### config.mk
export PLATFORM = sky130hd
export DESIGN_NAME = lru_glyph_slot_cache_unit
export DESIGN_NICKNAME = d
export VERILOG_FILES = /design/src/sv/lgsc_pkg.sv /design/src/sv/lgsc_store.sv /design/src/sv/lgsc_search.sv /design/src/sv/lru_glyph_slot_cache_unit.sv
export SDC_FILE = /design/constraint.sdc
export NUM_CORES = 2
export LEC_CHECK = 0
export BUFFER_PORTS_ARGS = -buffer_cell sky130_fd_sc_hd__buf_2
export CAP_MARGIN = 20
export CORE_ASPECT_RATIO = 0.7
export CORE_UTILIZATION = 23
export DETAILED_ROUTE_END_ITERATION = 16
export PLACE_DENSITY_LB_ADDON = 0.05
export SYNTH_ARGS = -nofsm -noshare
export SYNTH_HDL_FRONTEND = slang
export SYNTH_SLANG_ARGS = --single-unit
### constraint.sdc
create_clock -name i_clk -period 4.5 [get_ports i_clk]
set_input_delay 0.9 -clock i_clk [delete_from_list [all_inputs] [get_ports i_clk]]
set_output_delay 0.9 -clock i_clk [all_outputs]
set_load 0.02 [all_outputs]
### src/sv/lgsc_pkg.sv
// ----------------------------------------------------------------------------
// lgsc_pkg
// Shared types and codes for the glyph slot cache: operation codes, sequencer
// states, the slot entry layout and the search summary.
// ----------------------------------------------------------------------------
package lgsc_pkg;

    localparam int CODE_W  = 16;
    localparam int STAMP_W = 32;
    localparam int IDX_W   = 6;
    localparam int OUT_W   = 24;

    typedef enum logic [1:0] {
        FUNC_GET    = 2'd0,
        FUNC_PROBE  = 2'd1,
        FUNC_REMOVE = 2'd2
    } t_func;

    typedef enum logic [2:0] {
        ST_CLEAR,
        ST_IDLE,
        ST_SCAN,
        ST_DRAIN,
        ST_UPDATE,
        ST_RESP
    } t_state;

    typedef struct packed {
        logic               valid;
        logic [CODE_W-1:0]  tag;
        logic [STAMP_W-1:0] stamp;
    } t_entry;

    typedef struct packed {
        logic              found;
        logic              best_valid;
        logic [CODE_W-1:0] best_tag;
    } t_search;

endpackage

### src/sv/lgsc_store.sv
// ----------------------------------------------------------------------------
// lgsc_store
// Slot memory: one write port, one read port with registered read data.
// ----------------------------------------------------------------------------
module lgsc_store
    import lgsc_pkg::*;
#(
    parameter int SLOTS = 64,
    localparam int AW = (SLOTS > 1) ? $clog2(SLOTS) : 1
) (
    input  logic          i_clk,
    input  logic          i_we,
    input  logic [AW-1:0] i_waddr,
    input  t_entry        i_wdata,
    input  logic [AW-1:0] i_raddr,
    output t_entry        o_rdata
);

    t_entry r_mem [SLOTS];
    t_entry r_rdata;

    always_ff @(posedge i_clk) begin
        if (i_we) begin
            r_mem[i_waddr] <= i_wdata;
        end
        r_rdata <= r_mem[i_raddr];
    end

    assign o_rdata = r_rdata;

endmodule

### src/sv/lgsc_search.sv
// ----------------------------------------------------------------------------
// lgsc_search
// Shared compare unit: one tag compare and one stamp compare per cycle while
// i_en is high, tracking the first valid match and the first minimum stamp.
// ----------------------------------------------------------------------------
module lgsc_search
    import lgsc_pkg::*;
#(
    parameter int SLOTS = 64,
    localparam int AW = (SLOTS > 1) ? $clog2(SLOTS) : 1
) (
    input  logic              i_clk,
    input  logic              i_en,
    input  logic [AW-1:0]     i_idx,
    input  t_entry            i_entry,
    input  logic [CODE_W-1:0] i_code,
    output t_search           o_sum,
    output logic [AW-1:0]     o_match_idx,
    output logic [AW-1:0]     o_best_idx
);

    logic               r_found;
    logic [AW-1:0]      r_match_idx;
    logic [AW-1:0]      r_best_idx;
    logic [STAMP_W-1:0] r_best_stamp;
    logic               r_best_valid;
    logic [CODE_W-1:0]  r_best_tag;
    logic               first;
    logic               eq;
    logic               lt;

    always_comb begin
        first = (i_idx == '0);
        eq    = i_entry.valid && (i_entry.tag == i_code);
        lt    = (i_entry.stamp < r_best_stamp);
    end

    // first slot restarts both searches; strict less-than keeps the lowest tie
    always_ff @(posedge i_clk) begin
        if (i_en) begin
            if (first || (!r_found && eq)) begin
                r_found     <= eq;
                r_match_idx <= i_idx;
            end
            if (first || lt) begin
                r_best_idx   <= i_idx;
                r_best_stamp <= i_entry.stamp;
                r_best_valid <= i_entry.valid;
                r_best_tag   <= i_entry.tag;
            end
        end
    end

    assign o_sum.found      = r_found;
    assign o_sum.best_valid = r_best_valid;
    assign o_sum.best_tag   = r_best_tag;
    assign o_match_idx      = r_match_idx;
    assign o_best_idx       = r_best_idx;

endmodule

### src/sv/lru_glyph_slot_cache_unit.sv
// ----------------------------------------------------------------------------
// lru_glyph_slot_cache_unit
// Fully associative glyph slot cache with timestamp LRU replacement.
// ----------------------------------------------------------------------------
// Usage:
//   Requests enter on the s_axis channel: tuser carries the operation (get,
//   probe, remove), tdata the character code. Each request yields exactly one
//   response transaction on m_axis: hit, slot index, evicted flag and the
//   evicted code.
//   Every request scans all SLOTS entries through one compare unit, one slot
//   per cycle from the slot memory (one write port, one registered read
//   port). A request passes the scan, drain, update and response states
//   before its response enters the output register; the block takes no new
//   request until the sequencer is back in the idle state.
//   s_axis_tready is high only while the sequencer is idle.
//   After reset the block sweeps the slot memory to clear every entry, one
//   slot per cycle, with s_axis_tready low.
//   If the receiver stalls, the response is held in the output register and
//   the next request is still accepted; its own response waits in the
//   sequencer until the output register frees up.
// ----------------------------------------------------------------------------
module lru_glyph_slot_cache_unit
    import lgsc_pkg::*;
#(
    parameter int SLOTS = 64
) (
    input  logic              i_clk,
    input  logic              i_rst_n,
    input  logic              s_axis_tvalid,
    output logic              s_axis_tready,
    input  logic [15:0]       s_axis_tdata,   // [15:0] char_code
    input  logic [1:0]        s_axis_tuser,   // [1:0] func
    output logic              m_axis_tvalid,
    input  logic              m_axis_tready,
    output logic [OUT_W-1:0]  m_axis_tdata    // [0] hit, [6:1] slot_index,
                                              // [7] evicted, [23:8] evicted_char
);

    localparam int AW = (SLOTS > 1) ? $clog2(SLOTS) : 1;
    localparam logic [AW-1:0] LAST_IDX = AW'(SLOTS - 1);

    t_state             r_state, n_state;
    logic [AW-1:0]      r_idx, n_idx;
    logic               r_cmp_vld;
    logic [AW-1:0]      r_cmp_idx;
    t_func              r_func;
    logic [CODE_W-1:0]  r_code;
    logic [STAMP_W-1:0] r_usage;
    logic [OUT_W-1:0]   r_res_data, n_res_data;
    logic               r_m_valid;
    logic [OUT_W-1:0]   r_m_data;

    logic               accept;
    logic               out_free;
    logic               mem_we;
    logic [AW-1:0]      mem_waddr;
    t_entry             mem_wdata;
    t_entry             mem_rdata;
    t_search            sum;
    logic [AW-1:0]      match_idx;
    logic [AW-1:0]      best_idx;
    logic               upd_we;
    logic [AW-1:0]      upd_addr;
    t_entry             upd_data;
    logic               bump_usage;

    assign accept   = s_axis_tvalid && s_axis_tready;
    assign out_free = !r_m_valid || m_axis_tready;

    lgsc_store #(.SLOTS(SLOTS)) u_store (
        .i_clk   (i_clk),
        .i_we    (mem_we),
        .i_waddr (mem_waddr),
        .i_wdata (mem_wdata),
        .i_raddr (r_idx),
        .o_rdata (mem_rdata)
    );

    lgsc_search #(.SLOTS(SLOTS)) u_search (
        .i_clk       (i_clk),
        .i_en        (r_cmp_vld),
        .i_idx       (r_cmp_idx),
        .i_entry     (mem_rdata),
        .i_code      (r_code),
        .o_sum       (sum),
        .o_match_idx (match_idx),
        .o_best_idx  (best_idx)
    );

    // next state
    always_comb begin
        n_state = r_state;
        n_idx   = r_idx;
        case (r_state)
            ST_CLEAR: begin
                n_idx = r_idx + 1'b1;
                if (r_idx == LAST_IDX) begin
                    n_idx   = '0;
                    n_state = ST_IDLE;
                end
            end
            ST_IDLE: begin
                n_idx = '0;
                if (accept) begin
                    n_state = ST_SCAN;
                end
            end
            ST_SCAN: begin
                n_idx = r_idx + 1'b1;
                if (r_idx == LAST_IDX) begin
                    n_idx   = '0;
                    n_state = ST_DRAIN;
                end
            end
            ST_DRAIN:  n_state = ST_UPDATE;
            ST_UPDATE: n_state = ST_RESP;
            ST_RESP: begin
                if (out_free) begin
                    n_state = ST_IDLE;
                end
            end
            default: n_state = ST_IDLE;
        endcase
    end

    // update decision: write back, response word, counter advance
    always_comb begin
        upd_we     = 1'b0;
        upd_addr   = match_idx;
        upd_data   = '0;
        bump_usage = 1'b0;
        n_res_data = '0;
        case (r_func)
            FUNC_GET: begin
                upd_we         = 1'b1;
                bump_usage     = 1'b1;
                upd_data.valid = 1'b1;
                upd_data.tag   = r_code;
                upd_data.stamp = r_usage;
                if (sum.found) begin
                    n_res_data[0]   = 1'b1;
                    n_res_data[6:1] = IDX_W'(match_idx);
                end else begin
                    upd_addr        = best_idx;
                    n_res_data[6:1] = IDX_W'(best_idx);
                    if (sum.best_valid) begin
                        n_res_data[7]    = 1'b1;
                        n_res_data[23:8] = sum.best_tag;
                    end
                end
            end
            FUNC_PROBE: begin
                if (sum.found) begin
                    n_res_data[0]   = 1'b1;
                    n_res_data[6:1] = IDX_W'(match_idx);
                end
            end
            FUNC_REMOVE: begin
                if (sum.found) begin
                    upd_we          = 1'b1;
                    n_res_data[0]   = 1'b1;
                    n_res_data[6:1] = IDX_W'(match_idx);
                end
            end
            default: begin
                upd_we = 1'b0;
            end
        endcase
    end

    // outputs of the sequencer
    always_comb begin
        s_axis_tready = (r_state == ST_IDLE);
        mem_we        = 1'b0;
        mem_waddr     = r_idx;
        mem_wdata     = '0;
        case (r_state)
            ST_CLEAR: begin
                mem_we = 1'b1;
            end
            ST_UPDATE: begin
                mem_we    = upd_we;
                mem_waddr = upd_addr;
                mem_wdata = upd_data;
            end
            default: begin
                mem_we = 1'b0;
            end
        endcase
    end

    always_ff @(posedge i_clk) begin
        if (!i_rst_n) begin
            r_state   <= ST_CLEAR;
            r_idx     <= '0;
            r_cmp_vld <= 1'b0;
            r_usage   <= '0;
            r_m_valid <= 1'b0;
        end else begin
            r_state   <= n_state;
            r_idx     <= n_idx;
            // read data lands in the cycle after the address
            r_cmp_vld <= (r_state == ST_SCAN);
            if (r_state == ST_UPDATE && bump_usage) begin
                r_usage <= r_usage + 1'b1;
            end
            if (r_state == ST_RESP && out_free) begin
                r_m_valid <= 1'b1;
            end else if (m_axis_tready) begin
                r_m_valid <= 1'b0;
            end
        end
    end

    // payload registers
    always_ff @(posedge i_clk) begin
        r_cmp_idx <= r_idx;
        if (accept) begin
            r_func <= t_func'(s_axis_tuser);
            r_code <= s_axis_tdata;
        end
        if (r_state == ST_UPDATE) begin
            r_res_data <= n_res_data;
        end
        if (r_state == ST_RESP && out_free) begin
            r_m_data <= r_res_data;
        end
    end

    assign m_axis_tvalid = r_m_valid;
    assign m_axis_tdata  = r_m_data;

endmodule

==> qor.txt <==
Outcome: finished, final reports clean
Fraction of registers with async set/reset: 0%
YS warnings: 0
Seq/Total Area, Yosys: 78.08%
Fill cells: 54.47k
CP Launch Type: flop
Worst path top cell family by delay: buffers and inverters
Area of the multi-input gates: 26,900 µm²
Global Route met1 Usage: 27.44%
Avg WL per Cell: 34.89 µm
Via count: 64.90k
Pleak: 40.45 nW
Slew HR: 7.524%
Busiest grt layer: met1
Slew @ Worst Pin: 1349 ps
Crit path kind: reg -> reg
CORE AREA: 552,600 µm²
Share of cells above drive strength 1: 28.94%
Placed instance area: 141,400 µm²
Final min period: 4128 ps
Routed Antenna Nets: 0
Slew Limit Fails: 0
H-tree depth: 5
Die area: 559,700 µm²
Die height: 626.2 µm
Placed Cells incl. Taps: 13.44k
Final global-route overflow total: 0
Post-synth top area cell: edfxtp_1
Clock sink total: 3,362
Reg-to-reg startpoint: r_func[1]$_DFFE_PP_
Syn_area_per_cell: 21.73 µm²
Critical Path Start: r_func[1]$_DFFE_PP_
Tightest Hold Check Type: in -> reg
Vias in the first global route: 65.63k
Total power: 68.41 mW
Area Growth Syn to Fin: 20.01%
Routed wire length: 495,400 µm
Non-Filler Instances: 14.20k
Crit path max fanout: 33
Clk_skew: 46.03 ps
Top cells by area, synth: edfxtp_1 77%, mux4_2 13%, dfxtp_1 1.5%
Data arrival time of the worst path: 4780 ps
Required time worst endpoint: 5150 ps
Final RePlAce weighted congestion: 0.7493
Final Cell Area: 153,700 µm²
First-pass DRT Iterations: 6
Critical Path, Cell by Cell: inv_1, ha_1, nor2b_2, buf_4, nand2_1, a31oi_1, buf_4, nand3_1, buf_4, nor2_4, buf_12
Starting Density: 23.17%
Slack of the critical path: 371.8 ps
Antenna violations before repair: 87
Port-buffer cells: 47
Met2 Usage GRT: 24.86%
Dpl ws: 407.4 ps
Post_cts resized: 0
Clock transition at path regs: 60 ps
Max cap viols: 0
Syn_nets: 5,950
Commonest cells after routing, fill and taps aside: 3,264 x edfxtp_1, 726 x mux4_2, 389 x clkbuf_16, 343 x buf_4, 138 x nand2_1
Largest net degree at the start of global routing: 77
Num CTS Buffers: 377
Final Hold Vio Count: 0
FF+latch count, synth: 3,362
Tot GR Track Use: 17.29%
Slowest stage cell, crit path: nor2_4
First-pass GRT wire length: 650,200 µm
Cell mode on critical path: buf_4
Clk buf depth: 4
Critical path buffer and inverter count: 5
Worst-Skew Late Latency: 1020 ps
Met3 usage: 2.793%
Post-route clock period utilization: 91.74%
Num rows: 228
Post-synth EDFFs: 3,264
Initial drt markers: 7,006
FF/Latch Area: 100,000 µm²
Syn Inst Count: 5,892
Residual DRC: 0
Post-synth top area share: 76.55%
Critical path endpoint category: flop
Setup Buffers After CTS: 0
Setup Viol. Count Final: 0
Hold Startpoint: s_axis_tuser[0]
CTS tree: built
Post-synthesis cell area: 128,000 µm²
CTS root buf: clkbuf_16
F_max: 0.2422 GHz
Io pins: 48
Worst VDD drop: 0.3165 mV
Max incr delay on CP: 720 ps
Synth cell types: 73
Die X-Extent: 893.8 µm
RSZ-0062 raised after global routing: no
HPWL after detailed placement: 308,000 µm
Power Dens Cells: 445.2 nW/µm²
Vias per Instance: 4.571
Fin nets: 6,536
Predominant post-synthesis flop cell: edfxtp_1
Most common library cell in the layout ignoring fill and taps: edfxtp_1
## repair_timing
item | in CTS | in global routing
hold buffers | 16 | 0
endpoints found under the hold margin | 16 | 0
setup endpoints to repair | 0 | 0
## registers in the layout, indices dropped and copies added (netlist names), 2 cells and up
name,flops
m_axis_tdata,24
r_cmp_idx,6
r_code,16
r_func,2
r_idx,6
r_res_data,24
r_state,3
r_usage,32
u_search.o_best_idx,6
u_search.o_match_idx,6
u_search.r_best_stamp,32
u_search.r_best_tag,16
u_store.o_rdata,49
u_store.r_mem,3136
## layer usage
metal	wire, µm	part of all wire [%]
met1	253500	51
met2	206700	42
met3	26670	5.4
met4	8349	1.7
met5	106	0.021
## per-stage QoR
stage | util (%) | hold slack (ps) | TNS [ps]
floorplan | - | 331.9 | -174480
global placement | 25.57 | 402.5 | -39.47
detailed placement | 25.59 | 408.0 | 0
CTS | 27.79 | 126.4 | 0
global route | 27.79 | 138.7 | 0
finish | 27.81 | 202.4 | 0
## where the power goes
part	internal [mW]	leakage, nW	switching, mW
Sequential	34.1	24.4	0.316
Clock	17.5	5.87	13.3
Combinational	1.16	10.2	2.05
Total	52.7	40.5	15.7
## path summary, 6_finish.rpt
check,cells past startpoint,endpoint,slack [ps]
setup reg to reg,11,u_store.r_mem[56][11]$_DFFE_PP_,370
hold reg to reg,0,u_search.r_best_stamp[0]$_DFFE_PP_,420
setup / recovery,11,u_store.r_mem[56][11]$_DFFE_PP_,370
hold / removal,1,r_func[0]$_DFFE_PP_,200
## cell usage after synthesis, drive strengths merged, types with 7 or more instances
master  count
nand4      22
a211oi     40
a31oi      12
edfxtp   3264
o22ai      58
buf       163
nor4       32
nand2     139
xor2       10
nand3      38
nor2b      45
and3       23
mux2       30
o211ai     10
a221o      10
nand2b     22
dfxtp      98
or3        30
xnor2      28
inv        47
mux2i     128
a221oi     66
nor2      153
a21oi     127
a22o       47
o41ai       7
a22oi     120
o221ai     11
mux4      726
and2       51
o21ai      39
ha         36
nor3       30
and4       11
clkbuf    153
## area by class of cell
class,instances,share of cell area [%]
Antenna cell,43,0.07003
Clock buffer,512,6.805
Clock inverter,183,0.9910
Inverter,48,0.1197
Multi-Input combinational cell,2166,17.51
Sequential cell,3362,65.08
Tap cell,7360,5.993
Timing Repair Buffer,523,3.439
## cells by family after synthesis
kind of cell	count (synthesis)	share of synthesized area (%)
flip-flops	3362	78.08
buffers and inverters	364	1.511
AO/OA/AOI/OAI	591	3.325
XOR/XNOR	38	0.2599
multiplexers	884	14.03
adder cells (fa/ha/maj)	36	0.3518
AND/OR/NAND/NOR	617	2.433
## worst reg2reg max path: stages, from the launching register on
cell and delay (ps):
edfxtp_1 440, inv_1 120, ha_1 290, nor2b_2 380, buf_4 360, nand2_1 100, a31oi_1 310, buf_4 220
nand3_1 110, buf_4 240, nor2_4 720, buf_12 400
Power figures use the tool's default switching activity.
